==> config.mk <==
export PLATFORM = sky130hd
export DESIGN_NAME = twt_walk
export DESIGN_NICKNAME = d
export VERILOG_FILES = /design/src/rtl/twt_pkg.sv /design/src/rtl/twt_alu.sv /design/src/rtl/twt_walk.sv
export VERILOG_INCLUDE_DIRS = /design/src /design/src/rtl
export SDC_FILE = /design/constraint.sdc
export NUM_CORES = 1
export LEC_CHECK = 0
export ABC_AREA = 1
export BUFFER_PORTS_ARGS = -buffer_cell sky130_fd_sc_hd__buf_2
export CAP_MARGIN = 5
export CORE_UTILIZATION = 40
export CTS_CLUSTER_DIAMETER = 100
export DETAILED_ROUTE_END_ITERATION = 16
export RECOVER_POWER = 100
export SYNTH_ARGS = -nofsm -noshare
export SYNTH_HDL_FRONTEND = slang
export SYNTH_HIERARCHICAL = 1
export SYNTH_SLANG_ARGS = --single-unit
==> constraint.sdc <==
create_clock -name clk -period 9.1 [get_ports clk]
set_input_delay 1.82 -clock clk [delete_from_list [all_inputs] [get_ports clk]]
set_output_delay 1.82 -clock clk [all_outputs]
set_load 0.02 [all_outputs]
==> src/rtl/assert_macros.svh <==
// Assertion macros for the modules that check their own logic.
`ifndef ASSERT_MACROS_SVH
`define ASSERT_MACROS_SVH

// Clocked property, off while reset is held.
`define ASSERT_CLK(lbl, prop, msg) \
	lbl: assert property (@(posedge clk) disable iff (!arst_n) (prop)) else $error(msg);

// Clocked implication, off while reset is held.
`define ASSERT_IMPL(lbl, ante, cons, msg) \
	lbl: assert property (@(posedge clk) disable iff (!arst_n) (ante) |-> (cons)) else $error(msg);

`endif

==> src/rtl/twt_pkg.sv <==
// Constants and shared types of the trapped water block.
package twt_pkg;

	localparam int MAX_BARS    = 1024;
	localparam int HEIGHT_BITS = 16;
	localparam int BAR_W       = 16;
	localparam int SUM_W       = 26;
	localparam int IDX_W       = (MAX_BARS > 2) ? $clog2(MAX_BARS) : 1;
	localparam int CNT_W       = $clog2(MAX_BARS + 1);

	localparam logic [SUM_W-1:0] SUM_MAX = {SUM_W{1'b1}};

	typedef logic [HEIGHT_BITS-1:0] height_t;
	typedef logic [IDX_W-1:0]       idx_t;
	typedef logic [CNT_W-1:0]       cnt_t;
	typedef logic [SUM_W-1:0]       sum_t;

	// Store port request from the sequencer.
	typedef struct packed {
		logic    we;
		idx_t    waddr;
		height_t wdata;
		logic    re;
		idx_t    raddr;
	} store_req_t;

	// Result of the shared compare/subtract unit for one walk step.
	typedef struct packed {
		logic    go_left;
		logic    raise;
		height_t new_peak;
		sum_t    new_sum;
	} step_res_t;

endpackage

==> src/rtl/twt_alu.sv <==
// Shared compare/subtract unit: picks the lower side and updates its peak or the sum.
module twt_alu
	import twt_pkg::*;
(
	input  height_t   left_h,
	input  height_t   right_h,
	input  height_t   left_peak,
	input  height_t   right_peak,
	input  sum_t      sum,
	output step_res_t res
);

	logic             go_left;
	height_t          h;
	height_t          peak;
	logic [SUM_W:0]   acc;

	always_comb begin
		go_left = left_h < right_h;   // tie moves the right side
		h       = go_left ? left_h : right_h;
		peak    = go_left ? left_peak : right_peak;
		acc     = {1'b0, sum} + (SUM_W + 1)'(peak - h);

		res.go_left  = go_left;
		res.raise    = h >= peak;
		res.new_peak = h;
		if (h >= peak) begin
			res.new_sum = sum;
		end else if (acc > {1'b0, SUM_MAX}) begin
			res.new_sum = SUM_MAX;
		end else begin
			res.new_sum = acc[SUM_W-1:0];
		end
	end

endmodule

==> src/rtl/twt_walk.sv <==
// Sequencer: loads bars, runs the two-pointer walk, holds the result word.
module twt_walk
	import twt_pkg::*;
(
	input  logic                 clk,
	input  logic                 arst_n,
	input  logic                 bar_valid,
	output logic                 bar_ready,
	input  logic [BAR_W-1:0]     bar_height,
	input  logic                 last_bar,
	output logic                 total_valid,
	input  logic                 total_ready,
	output logic [SUM_W-1:0]     water_total,
	output logic                 too_long,
	output store_req_t           req,
	input  height_t              rd_data
);

`include "assert_macros.svh"

	typedef enum logic [2:0] {
		S_IDLE,
		S_LOADL,
		S_LOADR,
		S_CAPR,
		S_STEP,
		S_CAP,
		S_OUT
	} state_t;

	state_t    state_q;
	cnt_t      count_q;
	logic      ovf_q;
	idx_t      li_q;
	idx_t      ri_q;
	height_t   hl_q;
	height_t   hr_q;
	height_t   lpeak_q;
	height_t   rpeak_q;
	sum_t      sum_q;
	logic      side_left_q;
	step_res_t res;
	logic      accept;
	logic      room;
	cnt_t      count_nxt;

	twt_alu u_alu (
		.left_h     (hl_q),
		.right_h    (hr_q),
		.left_peak  (lpeak_q),
		.right_peak (rpeak_q),
		.sum        (sum_q),
		.res        (res)
	);

	assign bar_ready = (state_q == S_IDLE);
	assign accept    = bar_valid && bar_ready;
	assign room      = count_q < cnt_t'(MAX_BARS);
	assign count_nxt = room ? count_q + cnt_t'(1) : count_q;

	always_comb begin
		req.we    = accept && room;
		req.waddr = count_q[IDX_W-1:0];
		req.wdata = bar_height[HEIGHT_BITS-1:0];
		req.re    = 1'b0;
		req.raddr = li_q;
		case (state_q)
			S_LOADL: begin
				req.re    = 1'b1;
				req.raddr = li_q;
			end
			S_LOADR: begin
				req.re    = 1'b1;
				req.raddr = ri_q;
			end
			S_STEP: begin
				req.re    = 1'b1;
				req.raddr = res.go_left ? li_q + idx_t'(1) : ri_q - idx_t'(1);
			end
			default: begin
				req.re = 1'b0;
			end
		endcase
	end

	always_ff @(posedge clk or negedge arst_n) begin
		if (!arst_n) begin
			state_q     <= S_IDLE;
			count_q     <= '0;
			ovf_q       <= 1'b0;
			li_q        <= '0;
			ri_q        <= '0;
			lpeak_q     <= '0;
			rpeak_q     <= '0;
			sum_q       <= '0;
			side_left_q <= 1'b0;
			total_valid <= 1'b0;
			water_total <= '0;
			too_long    <= 1'b0;
			hl_q        <= '0;
			hr_q        <= '0;
		end else begin
			case (state_q)
				S_IDLE: begin
					if (accept) begin
						count_q <= count_nxt;
						if (!room) begin
							ovf_q <= 1'b1;
						end
						if (last_bar) begin
							li_q    <= '0;
							ri_q    <= IDX_W'(count_nxt - cnt_t'(1));
							lpeak_q <= '0;
							rpeak_q <= '0;
							sum_q   <= '0;
							state_q <= S_LOADL;
						end
					end
				end
				S_LOADL: begin
					state_q <= S_LOADR;
				end
				S_LOADR: begin
					hl_q    <= rd_data;
					state_q <= S_CAPR;
				end
				S_CAPR: begin
					hr_q    <= rd_data;
					state_q <= S_STEP;
				end
				S_STEP: begin
					if (li_q >= ri_q) begin
						total_valid <= 1'b1;
						water_total <= sum_q;
						too_long    <= ovf_q;
						state_q     <= S_OUT;
					end else begin
						sum_q       <= res.new_sum;
						side_left_q <= res.go_left;
						if (res.go_left) begin
							if (res.raise) lpeak_q <= res.new_peak;
							li_q <= li_q + idx_t'(1);
						end else begin
							if (res.raise) rpeak_q <= res.new_peak;
							ri_q <= ri_q - idx_t'(1);
						end
						state_q <= S_CAP;
					end
				end
				S_CAP: begin
					if (side_left_q) begin
						hl_q <= rd_data;
					end else begin
						hr_q <= rd_data;
					end
					state_q <= S_STEP;
				end
				S_OUT: begin
					if (total_ready) begin
						total_valid <= 1'b0;
						count_q     <= '0;
						ovf_q       <= 1'b0;
						state_q     <= S_IDLE;
					end
				end
				default: begin
					state_q <= S_IDLE;
				end
			endcase
		end
	end

	`ASSERT_CLK(a_no_overlap, !(bar_ready && total_valid), "input taken while result pending")
	`ASSERT_IMPL(a_ptr_order, state_q == S_CAP, li_q <= ri_q, "pointers crossed during walk")
	`ASSERT_CLK(a_count_max, count_q <= cnt_t'(MAX_BARS), "bar count beyond store depth")
	`ASSERT_IMPL(a_sum_mono, state_q != S_IDLE && $past(state_q) != S_IDLE,
		sum_q >= $past(sum_q), "water sum decreased during walk")

endmodule

; ---- After elaboration in Yosys (flattened, before gate mapping)
; Cells that the tools add are included.
[classes]
n_lt_le_gt_ge = 5
div_mod_pow = 0
n_mul = 0
reduce_logical = 23
eq_ne = 18
muxes = 49
n_shift = 0
add_sub_neg = 6
n_bitwise = 1
[op_table]
columns = operator, count
row1 = $mux W16, 11
row2 = $mux W26, 5
row3 = $pmux W16 S2, 4
row4 = $mux W10, 9
row5 = $pmux W10 S2, 3
row6 = $pmux W26 S2, 1
row7 = $mux W11, 3
row8 = $add A26 B27 Y27, 1
row9 = $gt A27 B26 Y1 const B, 1
row10 = $pmux W11 S2, 1
row11 = $sub A10 B1 Y10 const B, 2
row12 = $ne A2 B2 Y1 const B, 9
row13 = $pmux W3 S6, 1
row14 = $sub A16 B16 Y17, 1
row15 = $ge A16 B16 Y1, 1
row16 = $lt A16 B16 Y1, 1
row17 = $reduce_and A5 Y1, 3
row18 = $reduce_and A6 Y1, 2
row19 = $add A11 B1 Y11 const B, 1
row20 = $lt A11 B11 Y1 const B, 1
row21 = $add A10 B1 Y10 const B, 1
row22 = $ge A10 B10 Y1, 1
row23 = $reduce_bool A2 Y1, 5
row24 = $eq A3 B3 Y1 const B, 3
row25 = 15 further kinds, 31
[totals]
ram_bits = 0
rom_bits = 0
word_cells = 116
mem_count = 0
latch_bits = 0
ff_bits = 154

; ---- Depth between registers and ports, before layout
; Gate-level depths: netlist of run 1.
[logic_depth]
depth_word = 9
mapped_depth = 42
depth_no_buf = 40

; ---- Cells and area by module
; The synthesis of run 1 kept the hierarchy.
[by_module_without_submodules]
columns = mod, n_inst, cells_per_inst, area_each_um2
row1 = twt_walk, 1, 936, 7664.9
row2 = twt_alu, 1, 855, 4300.4

; ---- Worst setup path before layout of run 1
; Ideal clock, no wire load.
[synth_path]
kind = reg2reg
startpoint = reg hl_q[15]
endpoint = reg sum_q[12]
arrival_ps = 4486
stages_incl_launch_ff = 36
synth_period_minus_slack_ps = 4569
setup_time_ps = 83
n_path_buf = 3
slack_ps = 4531
path_cell_list = dfrtp_1 ha_1 a21oi_1 o21ai_0 a21oi_1 buf_2 buf_2 nand3_1 nand2_1 ha_1 inv_1 fa_1 nand3_1 nand2_1 nand2_1 nand2_2 a21oi_1 o21ai_1 xor2_1 ha_1 nand2_1 inv_1 nand2_1 nand2_1 nand2_1 nand2_1 a21oi_2 nand2_1 nand2_2 nand2_4 buf_6 nand2_1 nand2_1 nand2_1 nand2_1 o21ai_0
[synth_rtl]
columns = element, line
row1 = "start, declared", twt_walk.sv:36  ; height_t hl_q;
row2 = "start signal, assigned", twt_walk.sv:124  ; hl_q <= rd_data;
row3 = "start signal, assigned", twt_walk.sv:152  ; hl_q <= rd_data;
row4 = "end signal, assigned", twt_walk.sv:138  ; sum_q <= res.new_sum;
row5 = "end, declared", twt_walk.sv:40  ; sum_t sum_q;

==> results.yml, run 1 <==
timing:
  clock.fmax_ghz: 0.1436
  setup_tns_ns: 0
  rsz0062_at_grt: "no"
  period_minus_slack_ns: 6.965
  tightestPinTransition_ns: 2.702
  finalHoldViolCount: 0
  final-setup-viol-count: 0
  finClkSkew_ns: 0.01157
  post-route-period-util_pct: 76.54
  drv_slew: 105
  relSlewSlack_pct: -80.12
  layout_setup_ws_ns: 2.135
route:
  wl_per_cell_um: 14.08
  drtIter0Drc: 703
  drt-total-wl_mm: 30.98
  wl_met1_mm: 15.62
  drc: 0
  top_layer: "met4"
  dr_wl_met2_mm: 14.09
  wl_met3_um: 905
  first_pass_iters: 6
  antenna_left: 0
  viasPerCell: 4.952
  vias: 10894
placed_design:
  port_buffers: 71
  hpwl_mm: 22.67
  routabilityCongestion: 0.8978
  place_ws_ns: 3.053
cts:
  h-tree-depth: 4
  clockBufferDepth: 2
  clock_latency_ns: 0.43
  cts_resized: 0
  hold_buffers: 0
  cts_tree: "built"
  cts.sinks: 154
  post-cts-setup-buffers: 0
  cts.clk_slew.worst_paths_ns: 0.07
  numCtsBuffers: 17
  cts-root-buf: "clkbuf_16"
worst_setup_path:
  worst_path_max_delay_cell: "clkbuf_1"
  cp-startpoint: "hl_q[3]"
  r2r_cells: 8
  cp-start-kind: "register"
  end_kind: "output pin"
  reg2reg_slack_ns: 2.28
  worstPathRequired_ns: 7.28
  reg2reg_from: "state_q[2]"
  worstPathArrival_ns: 5.15
  crit_chain: "ha_1 -> a21oi_1 -> a21o_1 -> nand3_1 -> nand2_1 -> buf_4 -> nand2_1 -> clkbuf_1 -> inv_1 -> inv_1 -> nor2_1 -> inv_1 -> o22ai_1 -> a21oi_1 -> nand2_1 -> clkbuf_1"
  rr_endpoint: "ri_q[4]"
  worstSetupPathType: "reg2out"
  worstPathMaxFanout: 48
  cp_slowest_stage_delay_ns: 0.65
synthesis:
  syn-num-nets: 1903
  synth.distinct_cells: 54
  yosys_warnings: 6
  synthArstFlopShare_pct: 100.0
  synth_edf_count: 0
  synth_top_flop_cell: "dfrtp_1"
  syn-instance-count: 1791
  synth_area_sq_mm: 0.01197
  yosys_register_bits: 154
  postSynthAreaPerCell_sq_um: 6.681
  ys_seq_area_share_pct: 32.21
global_routing:
  grt_max_degree: 106
  gr-total-overflow: 0
  antenna_found_initial: 1
  grtUsageTotal_pct: 20.71
  grt_pass1_vias: 10307
  grt_pass1_wl_mm: 51.44
final_layout:
  layout_commonest_cell: "nand2_1"
  synthToLayoutAreaGrowth_pct: 6.901
  fin_nets: 1915
  drive_gt1_share_pct: 5.562
  mostFrequentLayoutCells: "667 x nand2_1, 224 x inv_1, 154 x dfrtp_1, 121 x o21ai_0, 120 x nor2_1"
  diodes: 0
min_path:
  hp-start: "water_total[17]"
  hold_end: "water_total[17]"
  min_path_cells: 2
  hp-class: "reg2reg"
flow_run:
  maxCapViolCount: 3
status:
  violations: "capacitance limit, slew limit"
  status: "complete, but fails checks"
floorplanning:
  ios: 104
  rows: 62
  die_w_um: 175.0
  dieArea_sq_mm: 0.03061
  dieHeight_um: 175.0
  core_sq_mm: 0.02909
  start_util_pct: 41.13
## cell type report
type / instances / area (sq um)
clock buffers: 20 / 446.7
clock inverters: 12 / 113.9
fillers: 3089 / 16300
inverters: 237 / 893.4
multi-input cells: 1316 / 6675
flip-flops and latches: 154 / 3854
well taps: 384 / 480.5
repair buffers: 77 / 327.8
## metrics by stage
step	hold WS, ns	cells	util, %	cell area [sq um]
floorplan	0.4491	1791	-	11970
global placement	0.4612	2168	42.43	12340
detailed placement	0.4678	2168	42.43	12340
CTS	0.4834	2200	44.35	12900
global route	0.5063	2200	43.97	12790
finish	0.4813	2200	43.97	12790
## worst max-delay path, delay by kind of cell, from the launching register on
kind / cells / cell delay (ns)
buffers and inverters: 6 / 2.11
AND/OR/NAND/NOR: 5 / 1.26
AO/OA/AOI/OAI: 4 / 0.55
flip-flops: 1 / 0.44
adder cells (fa/ha/maj): 1 / 0.33
## kinds of logic after synthesis
group / share of synthesized area [%]
muxes: 0.7529
and+or+nand+nor: 33.79
AOI/OAI and AO/OA: 11.04
adders and majority gates: 7.968
buffers and inverters: 11.83
DFF: 32.21
xor gates and xnor gates: 2.416
## registers in the layout, summed over array words and instances, names as in the netlist, 3 cells and up
register,flops
ri_q,10
lpeak_q,16
state_q,3
water_total,26
hl_q,16
count_q,11
sum_q,26
hr_q,16
rpeak_q,16
li_q,10
## metal layers
metal  vias up  GRT usage, %
met2       190         33.68
met5         -             0
li1       5668             -
met3        19         2.785
met1      5017         28.97
met4         0         5.072
## Yosys cell counts (all sizes together) (2+ instances only)
library cell / n / area, sq um
nand2: 676 / 2587
inv: 233 / 877.1
dfrtp: 154 / 3854
o21ai: 129 / 645.6
nor2: 127 / 533.0
nand3: 102 / 535.5
ha: 73 / 913.4
a21oi: 71 / 362.8
buf: 64 / 445.4
nand3b: 23 / 172.7
clkbuf: 20 / 76.32
xor2: 20 / 175.2
o22ai: 18 / 112.6
nand4: 17 / 106.4
xnor2: 13 / 113.9
mux2: 8 / 90.09
nor3: 7 / 56.31
a21o: 5 / 37.54
clkinv: 4 / 16.26
o21bai: 4 / 30.03
a31oi: 2 / 12.51
and2: 2 / 12.51
and3: 2 / 12.51
fa: 2 / 40.04
o221ai: 2 / 17.52
o31ai: 2 / 25.02
## worst max path at each step
stage	endpoint	depth (start not counted)
2_1_floorplan	sum_q[12]	35
3_3_place_gp	sum_q[13]	39
6_report	req[5]	16
3_5_place_dp	sum_q[21]	37
4_1_cts	req[3]	15
5_1_grt	sum_q[21]	40
Power of run 1 is left out: the tool's default activity adds up to more than one toggle a clock period on the data nets, which glitch-free logic cannot reach.
==> inputs of run 2 (changes only) <==
clock period = 6.3 ns   (was 9.1 ns; I/O delays follow)
==> results.yml, run 2 (same netlist as run 1, synthesis figures left out) <==
final_layout:
  n_fill_cell: 3100
  layout_commonest_cell: "nand2_1"
  synthToLayoutAreaGrowth_pct: 7.173
  mostFrequentLayoutCells: "667 x nand2_1, 223 x inv_1, 154 x dfrtp_1, 122 x o21ai_0, 120 x nor2_1"
  fin_nets: 1917
  diodes: 0
  drive_gt1_share_pct: 5.941
  largestRegisters: "sum_q x26, water_total x26"
cts:
  cts.clk_slew.worst_paths_ns: 0.06
  clockBufferDepth: 2
  cts-root-buf: "clkbuf_16"
  cts.sinks: 154
  clock_latency_ns: 0.43
  hold_buffers: 0
  cts_resized: 0
  numCtsBuffers: 17
  h-tree-depth: 4
  cts_tree: "built"
  post-cts-setup-buffers: 0
floorplanning:
  dieHeight_um: 175.0
  ios: 104
  core_sq_mm: 0.02909
  rows: 62
  die_w_um: 175.0
  start_util_pct: 41.13
  dieArea_sq_mm: 0.03061
route:
  wl_per_cell_um: 14.03
  drtIter0Drc: 710
  viasPerCell: 5.000
  drc: 0
  vias: 11010
  antenna_left: 0
  first_pass_iters: 5
  drt-total-wl_mm: 30.89
global_routing:
  grtUsageTotal_pct: 20.92
  gr-total-overflow: 0
  antenna_found_initial: 0
  grt_pass1_wl_mm: 51.86
  grt_max_degree: 59
  grt_pass1_vias: 10376
min_path:
  hp-start: "water_total[24]"
  hold_end: "water_total[24]"
  min_path_cells: 2
  hp-class: "reg2reg"
timing:
  post-route-period-util_pct: 87.10
  setup_tns_ns: 0
  rsz0062_at_grt: "no"
  tightestPinTransition_ns: 2.476
  relSlewSlack_pct: -65.05
  clock.fmax_ghz: 0.1822
  drv_slew: 85
  holdWs_ns: 0.4794
  final-setup-viol-count: 0
  period_minus_slack_ns: 5.488
  finalHoldViolCount: 0
  finClkSkew_ns: 0.008340
worst_setup_path:
  r2r_cells: 7
  cp-startpoint: "state_q[2]"
  cp-start-kind: "register"
  end_kind: "register"
  worstPathMaxFanout: 38
  worstPathRequired_ns: 6.67
  worstPathArrival_ns: 5.85
  reg2reg_from: "state_q[2]"
  reg2reg_slack_ns: 0.81
  rr_endpoint: "rpeak_q[4]"
  worstSetupPathType: "reg2reg"
placed_design:
  hpwl_mm: 22.88
  routabilityCongestion: 0.9336
  port_buffers: 71
status:
  violations: "capacitance limit, slew limit"
  status: "complete, but fails checks"
flow_run:
  maxCapViolCount: 3
run 2: cell types whose count changed in the layout (fill, tap and decap cells not counted), sizes merged:
cell | previous run | this run
clkinvlp | 4 | 2
inv | 237 | 236
bufinv | 1 | 2
clkinv | 7 | 10
clkbuf | 75 | 74
buf | 22 | 24
run 2: cell type report:
cell class / count / area, sq um / share of cell area, %
Clock buffer: 19 / 442.9 / 3.454
Clock inverter: 13 / 142.6 / 1.112
Inverter: 237 / 893.4 / 6.967
Multi-Input combinational cell: 1316 / 6671 / 52.02
Sequential cell: 154 / 3854 / 30.05
Tap cell: 384 / 480.5 / 3.747
Timing Repair Buffer: 79 / 339.1 / 2.644
run 2: layer usage:
layer | track usage (%) | up-vias | share of wire [%]
met5 | 0 | - | 0
met4 | 5.399 | 0 | 1.3
met3 | 2.654 | 22 | 3.6
met2 | 33.58 | 225 | 45
met1 | 29.62 | 5090 | 50
li1 | - | 5673 | -
run 2: per-stage QoR:
step	std cells	worst slack [ns]	cell area [sq um]	utilization, %
CTS	2202	0.9241	12940	44.49
floorplan	1791	1.731	11970	-
global route	2202	0.1744	12820	44.08
global placement	2170	1.020	12360	42.48
detailed placement	2170	0.9470	12360	42.48
finish	2202	0.8124	12820	44.08
run 2: how the worst max path moves through the flow:
| stage | endpoint | slack, ns | depth (start not counted) |
|---|---|---|---|
| 2_1_floorplan | sum_q[12] | 1.73 | 35 |
| 6_report | rpeak_q[4] | 0.81 | 7 |
| 3_3_place_gp | sum_q[13] | 1.02 | 33 |
| 5_1_grt | sum_q[21] | 0.17 | 37 |
| 4_1_cts | sum_q[21] | 0.92 | 37 |
| 3_5_place_dp | sum_q[21] | 0.95 | 36 |
run 2: worst max-delay path: stages (launching register included):
cell and delay, ns:
dfrtp_1 0.50, nand2_1 1.15, clkinv_1 1.02, nand2_1 1.06
nand2_1 0.85, nor2_4 0.62, nand2_1 0.11, nand2_1 0.09
Power of run 2 is left out for the same reason.
